$ cat src/hw/rtl/htr_pkg.sv
package htr_pkg;

  typedef enum logic [2:0] {
    SX_0    = 3'd0,
    SX_1    = 3'd1,
    SX_2    = 3'd2,
    SX_3    = 3'd3,
    SX_4    = 3'd4,
    SX_5    = 3'd5,
    SX_NONE = 3'd6
  } sextant_t;

  typedef enum logic [1:0] {
    CMP_ZERO   = 2'd0,
    CMP_CHROMA = 2'd1,
    CMP_X      = 2'd2
  } comp_sel_t;

  localparam int unsigned IN_W    = 32;
  localparam int unsigned OUT_W   = 24;
  localparam int unsigned CH_N    = 3;

  // t = floor(255*N / 2^16); q = floor(t / 60), saturates at 255*60
  localparam logic [13:0] T_CLAMP   = 14'd15300;
  // ceil(2^20 / 60), exact for t below 23831
  localparam logic [14:0] RECIP_60  = 15'd17477;

endpackage

$ cat src/hw/rtl/hsv_to_rgb_pixel_converter.sv
// HSV to RGB pixel converter, five register stages.
// Throughput: one beat per cycle; each stage holds its beat while the next is full.
// Reset: synchronous active-low rst_n clears all stage valid bits; data is not reset.
module hsv_to_rgb_pixel_converter
  import htr_pkg::*;
(
  input  logic             clk,
  input  logic             rst_n,
  input  logic             in_tvalid,
  output logic             in_tready,
  input  logic [IN_W-1:0]  in_tdata,   // hue_deg[8:0], saturation[17:9], brightness[26:18]
  output logic             out_tvalid,
  input  logic             out_tready,
  output logic [OUT_W-1:0] out_tdata   // red[7:0], green[15:8], blue[23:16]
);

  logic [8:0] hue, sat, val;
  assign hue = in_tdata[8:0];
  assign sat = in_tdata[17:9];
  assign val = in_tdata[26:18];

  logic v1_r, v2_r, v3_r, v4_r, v5_r;
  logic en1, en2, en3, en4, en5;

  assign en5 = !v5_r || out_tready;
  assign en4 = !v4_r || en5;
  assign en3 = !v3_r || en4;
  assign en2 = !v2_r || en3;
  assign en1 = !v1_r || en2;
  assign in_tready = en1;

  always_ff @(posedge clk) begin
    if (!rst_n) begin
      v1_r <= 1'b0;
      v2_r <= 1'b0;
      v3_r <= 1'b0;
      v4_r <= 1'b0;
      v5_r <= 1'b0;
    end else begin
      if (en1) v1_r <= in_tvalid;
      if (en2) v2_r <= v1_r;
      if (en3) v3_r <= v2_r;
      if (en4) v4_r <= v3_r;
      if (en5) v5_r <= v4_r;
    end
  end

  // stage 1: chroma product, hue weight, sextant
  logic [6:0] hmod;
  logic [5:0] hdist, wgt;
  sextant_t   sx;

  always_comb begin
    if (hue < 9'd120)      hmod = hue[6:0];
    else if (hue < 9'd240) hmod = 7'(hue - 9'd120);
    else if (hue < 9'd360) hmod = 7'(hue - 9'd240);
    else if (hue < 9'd480) hmod = 7'(hue - 9'd360);
    else                   hmod = 7'(hue - 9'd480);
    if (hmod >= 7'd60) hdist = 6'(hmod - 7'd60);
    else               hdist = 6'(7'd60 - hmod);
    wgt = 6'd60 - hdist;
    if (hue <= 9'd60)       sx = SX_0;
    else if (hue <= 9'd120) sx = SX_1;
    else if (hue <= 9'd180) sx = SX_2;
    else if (hue <= 9'd240) sx = SX_3;
    else if (hue <= 9'd300) sx = SX_4;
    else if (hue <= 9'd360) sx = SX_5;
    else                    sx = SX_NONE;
  end

  logic [17:0] vs1_r;
  logic [5:0]  wgt1_r;
  logic [8:0]  val1_r;
  sextant_t    sx1_r;

  always_ff @(posedge clk) begin
    if (en1) begin
      vs1_r  <= val * sat;
      wgt1_r <= wgt;
      val1_r <= val;
      sx1_r  <= sx;
    end
  end

  // stage 2: scaled offset, X term, full-chroma term (all in 1/(65536*60))
  logic signed [18:0] m0;
  logic signed [24:0] m0x;
  assign m0  = $signed({2'b00, val1_r, 8'h00}) - $signed({1'b0, vs1_r});
  assign m0x = 25'(m0);

  logic signed [24:0] a2_r;
  logic [23:0]        xn2_r;
  logic [22:0]        vh2_r;
  sextant_t           sx2_r;

  always_ff @(posedge clk) begin
    if (en2) begin
      a2_r  <= (m0x <<< 6) - (m0x <<< 2);
      xn2_r <= vs1_r * wgt1_r;
      vh2_r <= (23'(val1_r) << 14) - (23'(val1_r) << 10);
      sx2_r <= sx1_r;
    end
  end

  // stage 3: per-channel numerator
  comp_sel_t csel [CH_N];

  always_comb begin
    csel[0] = CMP_ZERO;
    csel[1] = CMP_ZERO;
    csel[2] = CMP_ZERO;
    case (sx2_r)
      SX_0: begin csel[0] = CMP_CHROMA; csel[1] = CMP_X;      end
      SX_1: begin csel[0] = CMP_X;      csel[1] = CMP_CHROMA; end
      SX_2: begin csel[1] = CMP_CHROMA; csel[2] = CMP_X;      end
      SX_3: begin csel[1] = CMP_X;      csel[2] = CMP_CHROMA; end
      SX_4: begin csel[0] = CMP_X;      csel[2] = CMP_CHROMA; end
      SX_5: begin csel[0] = CMP_CHROMA; csel[2] = CMP_X;      end
      default: begin end
    endcase
  end

  logic signed [25:0] n3_r [CH_N];
  logic [13:0]        t4_r [CH_N];
  logic [7:0]         q5_r [CH_N];

  for (genvar c = 0; c < CH_N; c++) begin : g_ch
    logic signed [25:0] n_sum;
    logic [32:0]        p;
    logic [16:0]        t;
    logic [28:0]        qp;

    always_comb begin
      case (csel[c])
        CMP_CHROMA: n_sum = $signed({3'b000, vh2_r});
        CMP_X:      n_sum = 26'(a2_r) + $signed({2'b00, xn2_r});
        default:    n_sum = 26'(a2_r);
      endcase
    end

    always_ff @(posedge clk) begin
      if (en3) n3_r[c] <= n_sum;
    end

    // stage 4: 255*N >> 16, negative or zero gives zero, saturate
    assign p = {n3_r[c][24:0], 8'h00} - {8'h00, n3_r[c][24:0]};
    assign t = p[32:16];

    always_ff @(posedge clk) begin
      if (en4) begin
        if (n3_r[c] <= 26'sd0)          t4_r[c] <= '0;
        else if (t > 17'(T_CLAMP))      t4_r[c] <= T_CLAMP;
        else                            t4_r[c] <= t[13:0];
      end
    end

    // stage 5: divide by 60
    assign qp = t4_r[c] * RECIP_60;

    always_ff @(posedge clk) begin
      if (en5) q5_r[c] <= qp[27:20];
    end
  end

  assign out_tvalid = v5_r;
  assign out_tdata  = {q5_r[2], q5_r[1], q5_r[0]};

endmodule

$ cat config.mk
export PLATFORM = sky130hd
export DESIGN_NAME = hsv_to_rgb_pixel_converter
export DESIGN_NICKNAME = d
export VERILOG_FILES = /design/src/hw/rtl/htr_pkg.sv /design/src/hw/rtl/hsv_to_rgb_pixel_converter.sv
export SDC_FILE = /design/constraint.sdc
export NUM_CORES = 1
export LEC_CHECK = 0
export ABC_CLOCK_PERIOD_IN_PS = 7700
export CORE_ASPECT_RATIO = 0.8
export CORE_MARGIN = 5
export CORE_UTILIZATION = 54
export CTS_CLUSTER_SIZE = 8
export DETAILED_ROUTE_END_ITERATION = 7
export DONT_BUFFER_PORTS = 1
export PLACE_DENSITY_LB_ADDON = 0.1
export SYNTH_ARGS = -nofsm -noshare
export SYNTH_HDL_FRONTEND = slang
export SYNTH_SLANG_ARGS = --single-unit
$ cat constraint.sdc
create_clock -name clk -period 7.7 [get_ports clk]
set_input_delay 1.54 -clock clk [delete_from_list [all_inputs] [get_ports clk]]
set_output_delay 1.54 -clock clk [all_outputs]
set_load 0.005 [all_outputs]
==> results of run 1 <==
==> flip-flops by register name (all words and copies together) (netlist names) <==
signal and count:
q5_r 24, n3_r 78, sx1_r 3, xn2_r 24, out_tvalid 1, vh2_r 13, t4_r 42, v4_r 1
wgt1_r 6, v3_r 1, v2_r 1, vs1_r 18, sx2_r 3, a2_r 23, val1_r 9, v1_r 1
==> path summary, 6_finish.rpt <==
| check | from | end | slack [ns] | cells past startpoint |
|---|---|---|---|---|
| hold / removal | sx1_r[2]$_SDFFCE_PP0P_ | sx2_r[2]$_DFFE_PP_ | 0.42 | 0 |
| setup reg to reg | wgt1_r[2]$_DFFE_PP_ | xn2_r[23]$_DFFE_PP_ | 1.92 | 17 |
| hold reg to reg | sx1_r[2]$_SDFFCE_PP0P_ | sx2_r[2]$_DFFE_PP_ | 0.42 | 0 |
| setup / recovery | wgt1_r[2]$_DFFE_PP_ | xn2_r[23]$_DFFE_PP_ | 1.92 | 17 |
==> stage by stage <==
step / worst slack, ns / hold WS [ns] / cell area [sq um] / cells / util
after CTS: 1.89 / 0.422 / 29100 / 3507 / 0.574
after global placement: 1.71 / 0.411 / 28100 / 3455 / 0.554
after floorplan: 1.76 / 0.400 / 27500 / 2835 / -
after global routing: 1.58 / 0.432 / 29100 / 3507 / 0.574
final: 1.92 / 0.422 / 29100 / 3507 / 0.574
after detailed placement: 1.68 / 0.411 / 28100 / 3455 / 0.554
==> per-layer routing <==
metal / routed length, microns / global-route usage / share of wire
met2: 28900 / 0.371 / 0.46
met5: 0 / 0 / 0
met1: 29400 / 0.322 / 0.47
met3: 3050 / 0.0357 / 0.049
met4: 1060 / 0.0465 / 0.017
==> synthesized netlist by cell type (32+ instances only) <==
| cell type | number |
|---|---|
| ha_1 | 445 |
| inv_1 | 398 |
| edfxtp_1 | 243 |
| nand2_1 | 213 |
| fa_1 | 176 |
| and2_1 | 150 |
| o21ai_0 | 139 |
| a21oi_1 | 135 |
| xnor2_1 | 114 |
| nor2_1 | 109 |
| clkbuf_1 | 65 |
| a21o_1 | 53 |
| nor3_1 | 50 |
| a22oi_1 | 37 |
| nand3_1 | 35 |
| xor2_1 | 33 |
| nor2b_1 | 32 |
==> layout make-up <==
cell class	instances	area [sq um]
Clock buffer	49	981
Multi-Input combinational cell	2120	18300
Tap cell	684	856
Fill cell	4452	21600
Clock inverter	3	41.3
Inverter	398	1490
Timing Repair Buffer	5	37.5
Sequential cell	248	7400
==> critical path: stages, from the launching register on <==
cell,delay (ns)
edfxtp_1,0.65
and2_1,0.27
fa_1,0.54
inv_1,0.05
fa_1,0.48
inv_1,0.06
fa_1,0.49
ha_1,0.36
a21o_1,0.17
a21oi_1,0.20
o21ai_0,0.19
o41ai_2,0.39
o211ai_1,0.21
a2111oi_1,0.63
nor3_1,0.14
a2111o_1,0.42
a21oi_1,0.18
xnor2_1,0.10
==> cells by family after synthesis <==
family / after synthesis / synth area share
fa+ha+maj: 622 / 0.331
xor+xnor: 147 / 0.0469
flops: 248 / 0.269
mux: 5 / 0.00205
compound gates: 607 / 0.149
simple gates: 739 / 0.138
buf+inv: 467 / 0.0639
==> reports/metrics.yaml, run 1 <==
outcome:
  status: "complete, no violations"
grt:
  grt_use_total: 0.226
  grt_start_max_net_pins: 79
  grt_pass1_wl_mm: 103
  gr-total-overflow: 0
  grt_pass1_vias: 20300
  antenna_found_initial: 0
clock_tree:
  cts_setup_buffers: 0
  cts_num_sinks: 248
  cts_made_buffers: 37
  htreeDepth: 2
  ctsHoldBuffers: 0
  insertion_delay_ns: 0.56
  ctsResizeCount: 0
  clock_path_buffers: 3
  clk_pin_slew_ns: 0.05
  root_buffer: "clkbuf_16"
  cts_tree: "yes"
synth:
  synth_cells: 2835
  avgSynthCellArea_sq_um: 9.69
  ys_seq_area_frac: 0.269
  syn_nets: 3492
  synth.distinct_cells: 88
  async_reset_ff_frac: 0
  synth_top_area_cell: "edfxtp_1"
  synth_top_area_share: 0.266
  synth-seq-cells: 248
  syn_area_sq_um: 27500
  yosysWarnings: 0
  synth_edf_count: 243
  synthFlopType: "edfxtp_1"
  synth.top_cells.by_area: "edfxtp_1 27%, ha_1 20%, fa_1 13%"
drt:
  via_per_inst: 5.78
  drc_errors: 0
  ant_nets: 0
  dr.pass1.iters: 6
  via_count: 20300
  detail_route.wl_per_cell_microns: 17.8
  drt-initial-drc-count: 1281
  routed_wl_mm: 62.4
min_path:
  hold_path_class: "reg -> reg"
setup_path:
  crit_path_end_kind: "flop"
  cp-start-kind: "flop"
  worstPathArrival_ns: 6.08
  required_ns: 8.00
  cp_max_fo: 18
  criticalPathCategory: "reg -> reg"
floorplan:
  die_y_microns: 212
  ios: 62
  start_util: 0.541
  coreArea_sq_um: 50700
  die_area_sq_um: 55500
  placementRows: 74
  die_x_microns: 262
place:
  portBuffers: 0
  dp_hpwl_mm: 50.2
  gp_congestion: 0.920
sta:
  tightestPinTransition_ns: 1.15
  slew_headroom: 0.234
  tns_ns: 0
  fin_crit_ns: 5.78
  setup_viol: 0
  grt_setup_unrepaired: "false"
  fin_crit_sh: 0.751
  fin_skew_ns: 0.0261
  drv_slew: 0
  max_freq_mhz: 173
  final-hold-violation-count: 0
finish:
  syn2layout_area_growth_pct: 6.04
  final_layout_size_suffix_gt1_frac: 0.0301
  diodes: 0
  nets: 3467
  layout_commonest_cell: "ha_1"
  final_cell_mix: "445 x ha_1, 397 x inv_1, 243 x edfxtp_1"
run:
  maxCapViolCount: 0
Power of run 1 is left out: the tool's default activity adds up to more than one toggle a clock period on the data nets, which glitch-free logic cannot reach.
==> run 2, diff against run 1 <==
Settings changed: ABC_CLOCK_PERIOD_IN_PS 7700 to 4880.
Clock period 7.7 ns to 4.88 ns, I/O delays scaled along.
==> run 2 against run 1 <==
Non-clock buffer count increased by 91. Wire length rose by 2.4%. Clock-buffer cell count increased by 1. Final cell count increased by 2.7%. Via count up 1.5%. Largest cell class unchanged. Critical path type unchanged.
==> reports/metrics.yaml, run 2 (synthesis results as in run 1) <==
drt:
  via_per_inst: 5.71  # was 5.78
  drt-initial-drc-count: 1389  # was 1,281
  routed_wl_mm: 63.9  # was 62.4 mm
  detail_route.wl_per_cell_microns: 17.7  # was 17.8 microns
  via_count: 20600  # was 20,300
  ant_nets: 0  # unchanged
  drc_errors: 0  # unchanged
  dr.pass1.iters: 7  # was 6
sta:
  tightestPinTransition_ns: 1.12  # was 1.15 ns
  final-hold-violation-count: 0  # unchanged
  fin_crit_sh: 0.995  # was 0.751
  slew_headroom: 0.245  # was 0.234
  drv_slew: 0  # unchanged
  whs_ns: 0.412  # was 0.422 ns
  fin_skew_ns: 0.0147  # was 0.0261 ns
  worst_slack_ns: 0.0238  # was 1.92 ns
  max_freq_mhz: 206  # was 173 MHz
  grt_setup_unrepaired: "true"  # was false
  fin_crit_ns: 4.86  # was 5.78 ns
  setup_viol: 0  # unchanged
finish:
  seq_area_sq_um: 7400  # unchanged
  multiInputGateArea_sq_um: 18500  # was 18,300 sq um
  finish.instance_area_sq_um: 30100  # was 29,100 sq um
  diodes: 0  # unchanged
  top_regs: "n3_r (78), t4_r (42)"  # unchanged
  syn2layout_area_growth_pct: 9.46  # was 6.04%
  final_layout_size_suffix_gt1_frac: 0.0737  # was 0.0301
  fill_cells: 4291  # was 4,452
  layout.cells.non_filler: 3602  # was 3,507
  regMostFlops: "n3_r"  # unchanged
  largest_reg_flops: 78  # unchanged
  final_cell_mix: "439 x ha_1, 396 x inv_1, 243 x edfxtp_1"  # was 445 x ha_1, 397 x inv_1, 243 x edfxtp_1
  nets: 3559  # was 3,467
  layout_commonest_cell: "ha_1"  # unchanged
grt:
  grt_pass1_wl_mm: 105  # was 103 mm
  grt_start_max_net_pins: 79  # unchanged
  grt_pass1_vias: 20600  # was 20,300
  grt_use_total: 0.231  # was 0.226
  antenna_found_initial: 1  # was 0
  gr-total-overflow: 0  # unchanged
min_path:
  holdPathStages: 0  # unchanged
  hold_path_class: "reg -> reg"  # unchanged
floorplan:
  start_util: 0.541  # unchanged
  die_area_sq_um: 55500  # unchanged
  die_y_microns: 212  # unchanged
  ios: 62  # unchanged
  coreArea_sq_um: 50700  # unchanged
  placementRows: 74  # unchanged
  die_x_microns: 262  # unchanged
place:
  place_inst: 3530  # was 3,455
  gp_congestion: 0.886  # was 0.920
  dp_slack_ns: -0.229  # was 1.68 ns
  dpl_cell_area_sq_um: 28700  # was 28,100 sq um
  portBuffers: 0  # unchanged
  dp_hpwl_mm: 52.1  # was 50.2 mm
setup_path:
  crit_path_end_kind: "flop"  # unchanged
  crit_cells: 18  # was 17
  crit_buf_inv: 4  # was 2
  cpMostUsedCell: "fa_1"  # unchanged
  criticalPathCategory: "reg -> reg"  # unchanged
  required_ns: 5.17  # was 8.00 ns
  cp-start-kind: "flop"  # unchanged
  critPathSlowestCell: "fa_1"  # was edfxtp_1
  worstPathArrival_ns: 5.15  # was 6.08 ns
  cp_top_family: "adder cells"  # was compound AO/OA/AOI/OAI gates
  cp_cell_sequence: "buf_6, buf_4, and2_1, fa_1, fa_1, inv_1, fa_1, inv_1, ha_1, nor3_1, o211ai_1, a31oi_2, a211oi_2, a41o_1, o41ai_4, o21bai_1, a21oi_1, xnor2_1"  # was and2_1, fa_1, inv_1, fa_1, inv_1, fa_1, ha_1, a21o_1, a21oi_1, o21ai_0, o41ai_2, o211ai_1, a2111oi_1, nor3_1, a2111o_1, a21oi_1, xnor2_1
  cp_max_fo: 6  # was 18
  worstRegToRegCells: 18  # was 17
  slowest_delay_ns: 0.52  # was 0.65 ns
clock_tree:
  clk_pin_slew_ns: 0.05  # about the same
  clock_path_buffers: 3  # unchanged
  cts_num_sinks: 248  # unchanged
  root_buffer: "clkbuf_16"  # unchanged
  cts_made_buffers: 38  # was 37
  cts_tree: "yes"  # unchanged
  insertion_delay_ns: 0.55  # was 0.56 ns
  htreeDepth: 2  # unchanged
  ctsHoldBuffers: 0  # unchanged
run:
  maxCapViolCount: 0  # unchanged
outcome:
  status: "complete, no violations"  # unchanged
## run 2: changes by cell type in the layout (fill, tap and decap cells not counted), sizes merged
cell / delta
inv: +1
clkinv: +1
clkinvlp: +1
buf: +91
clkbuf: +1
## run 2: layout make-up
type	count	area share
multi-input combinational	2120	0.616
sequential	248	0.246
inverter	398	0.0497
clock buffer	50	0.0335
tap	684	0.0285
timing repair buffer	96	0.0245
clock inverter	6	0.00166
## run 2: through the flow
stage / util / setup TNS (ns)
floorplan: - / -0.0107
global placement: 0.567 / -0.471
detailed placement: 0.567 / -0.824
CTS: 0.588 / -0.0203
global route: 0.593 / -0.651
finish: 0.593 / 0
## run 2: final timing paths
| path | from | to | slack [ns] |
|---|---|---|---|
| max | wgt1_r[2]$_DFFE_PP_ | xn2_r[22]$_DFFE_PP_ | 0.02 |
| min | sx1_r[1]$_SDFFCE_PP0P_ | sx2_r[1]$_DFFE_PP_ | 0.41 |
| max reg2reg | wgt1_r[2]$_DFFE_PP_ | xn2_r[22]$_DFFE_PP_ | 0.02 |
| min reg2reg | sx1_r[1]$_SDFFCE_PP0P_ | sx2_r[1]$_DFFE_PP_ | 0.41 |
## run 2: repair_timing
item / in CTS / in global routing
gates resized for setup: 3 / 32
pin swaps: 2 / 18
endpoints found under the setup margin: 5 / 18
hold endpoints to repair: 0 / 0
setup buffers: 3 / 13
## run 2: per-layer routing
layer	track usage	part of all wire	up-vias
met5	0	0.00042	-
met3	0.0312	0.047	76
met1	0.328	0.47	9920
li1	-	-	10100
met2	0.384	0.46	475
met4	0.0490	0.017	4
Power of run 2 is left out for the same reason.
==> run 3, diff against run 2 <==
Settings changed: CORE_UTILIZATION 54 to 40.
==> run 3 against run 2 <==
Cell area increased by 1.5%. Final cell count increased by 7.0%. Clock-buffer cell count decreased by 3. Die area increased by 33%. Hold slack improved by 0.014 ns. Clock skew increased by 0.0096 ns. Via count decreased by 1.5%.
==> reports/metrics.yaml, run 3 (synthesis results as in run 1) <==
sta:
  drv_slew: 0  # unchanged
  worst_slack_ns: 0.0219  # was 0.0238 ns
  max_freq_mhz: 206  # about the same
  fin_skew_ns: 0.0243  # was 0.0147 ns
  slew_headroom: 0.299  # was 0.245
  final-hold-violation-count: 0  # unchanged
  whs_ns: 0.425  # was 0.412 ns
  fin_crit_sh: 0.996  # was 0.995
  grt_setup_unrepaired: "true"  # unchanged
  fin_crit_ns: 4.86  # about the same
  tightestPinTransition_ns: 1.04  # was 1.12 ns
  setup_viol: 0  # unchanged
finish:
  finish.instance_area_sq_um: 30500  # was 30,100 sq um
  final_cell_mix: "432 x ha_1, 392 x inv_1, 243 x edfxtp_1"  # was 439 x ha_1, 396 x inv_1, 243 x edfxtp_1
  fill_cells: 6569  # was 4,291
  nets: 3573  # was 3,559
  largest_reg_flops: 78  # unchanged
  layout.cells.non_filler: 3853  # was 3,602
  top_regs: "n3_r (78), t4_r (42)"  # unchanged
  regMostFlops: "n3_r"  # unchanged
  final_layout_size_suffix_gt1_frac: 0.0823  # was 0.0737
  diodes: 0  # unchanged
  layout_commonest_cell: "ha_1"  # unchanged
  syn2layout_area_growth_pct: 11.1  # was 9.46%
min_path:
  hold_path_class: "reg -> reg"  # unchanged
drt:
  dr.pass1.iters: 5  # was 7
  via_per_inst: 5.26  # was 5.71
  ant_nets: 0  # unchanged
  via_count: 20300  # was 20,600
  routed_wl_mm: 65.9  # was 63.9 mm
  drc_errors: 0  # unchanged
  drt-initial-drc-count: 1175  # was 1,389
  detail_route.wl_per_cell_microns: 17.1  # was 17.7 microns
clock_tree:
  cts_made_buffers: 37  # was 38
  insertion_delay_ns: 0.55  # about the same
  htreeDepth: 2  # unchanged
  clock_path_buffers: 3  # unchanged
  ctsHoldBuffers: 0  # unchanged
  cts_num_sinks: 248  # unchanged
  clk_pin_slew_ns: 0.05  # about the same
  cts_tree: "yes"  # unchanged
  root_buffer: "clkbuf_16"  # unchanged
setup_path:
  crit_path_end_kind: "flop"  # unchanged
  cp_max_fo: 5  # was 6
  criticalPathCategory: "reg -> reg"  # unchanged
  required_ns: 5.16  # was 5.17 ns
  cp-start-kind: "flop"  # unchanged
  worstPathArrival_ns: 5.14  # was 5.15 ns
place:
  dp_slack_ns: -0.196  # was -0.229 ns
  portBuffers: 0  # unchanged
  dpl_cell_area_sq_um: 29100  # was 28,700 sq um
  gp_congestion: 0.859  # was 0.886
  dp_hpwl_mm: 53.9  # was 52.1 mm
  place_inst: 3781  # was 3,530
grt:
  antenna_found_initial: 0  # was 1
  grt_pass1_vias: 20700  # was 20,600
  gr-total-overflow: 0  # unchanged
  grt_use_total: 0.181  # was 0.231
  grt_pass1_wl_mm: 109  # was 105 mm
  grt_start_max_net_pins: 79  # unchanged
floorplan:
  die_area_sq_um: 74100  # was 55,500 sq um
  ios: 62  # unchanged
  start_util: 0.401  # was 0.541
  die_x_microns: 303  # was 262 microns
  placementRows: 86  # was 74
  die_y_microns: 244  # was 212 microns
  coreArea_sq_um: 68400  # was 50,700 sq um
outcome:
  status: "complete, no violations"  # unchanged
run:
  maxCapViolCount: 0  # unchanged
==> run 3: worst paths after layout <==
path / start / end / slack [ns] / depth (start not counted)
setup / recovery: vs1_r[3]$_DFFE_PP_ / xn2_r[23]$_DFFE_PP_ / 0.02 / 17
hold / removal: sx1_r[1]$_SDFFCE_PP0P_ / sx2_r[1]$_DFFE_PP_ / 0.43 / 0
setup reg to reg: vs1_r[3]$_DFFE_PP_ / xn2_r[23]$_DFFE_PP_ / 0.02 / 17
hold reg to reg: sx1_r[1]$_SDFFCE_PP0P_ / sx2_r[1]$_DFFE_PP_ / 0.43 / 0
==> run 3: per-stage QoR <==
stage,util,setup TNS [ns]
5_1_grt,0.446,-0.495
3_3_place_gp,0.426,-0.848
4_1_cts,0.441,-0.0612
3_5_place_dp,0.426,-0.823
2_1_floorplan,-,-0.0107
6_report,0.446,0
==> run 3: cell type report <==
| type | instances | area, sq um | area share |
|---|---|---|---|
| multi-input combinational | 2120 | 18600 | 0.609 |
| sequential | 248 | 7400 | 0.242 |
| timing repair buffer | 111 | 845 | 0.0277 |
| inverter | 398 | 1490 | 0.0489 |
| clock inverter | 5 | 75.1 | 0.00246 |
| clock buffer | 47 | 963 | 0.0316 |
| tap | 924 | 1160 | 0.0379 |
==> run 3: critical path: stages (launching register included) <==
cell	delay (ns)
edfxtp_1	0.48
and2_4	0.21
fa_1	0.53
inv_1	0.05
fa_1	0.49
inv_2	0.04
fa_1	0.53
ha_4	0.22
a21o_1	0.18
a21oi_2	0.18
o21ai_2	0.10
o41ai_4	0.26
o211ai_1	0.19
a2111oi_2	0.39
nor3_1	0.09
a2111o_1	0.41
a21oi_2	0.15
xnor2_1	0.07
==> run 3: timing repair <==
item / in CTS / in global routing
pin swaps: 2 / 31
resized for setup: 3 / 46
setup buffers: 0 / 20
setup endpoints to repair: 6 / 16
cloned: 0 / 0
==> run 3: per-layer routing <==
metal  part of all wire  global-route usage
met1               0.50               0.263
met2               0.45               0.296
met3              0.031              0.0217
met4              0.012              0.0290
met5                  0                   0
Power of run 3 is left out for the same reason.
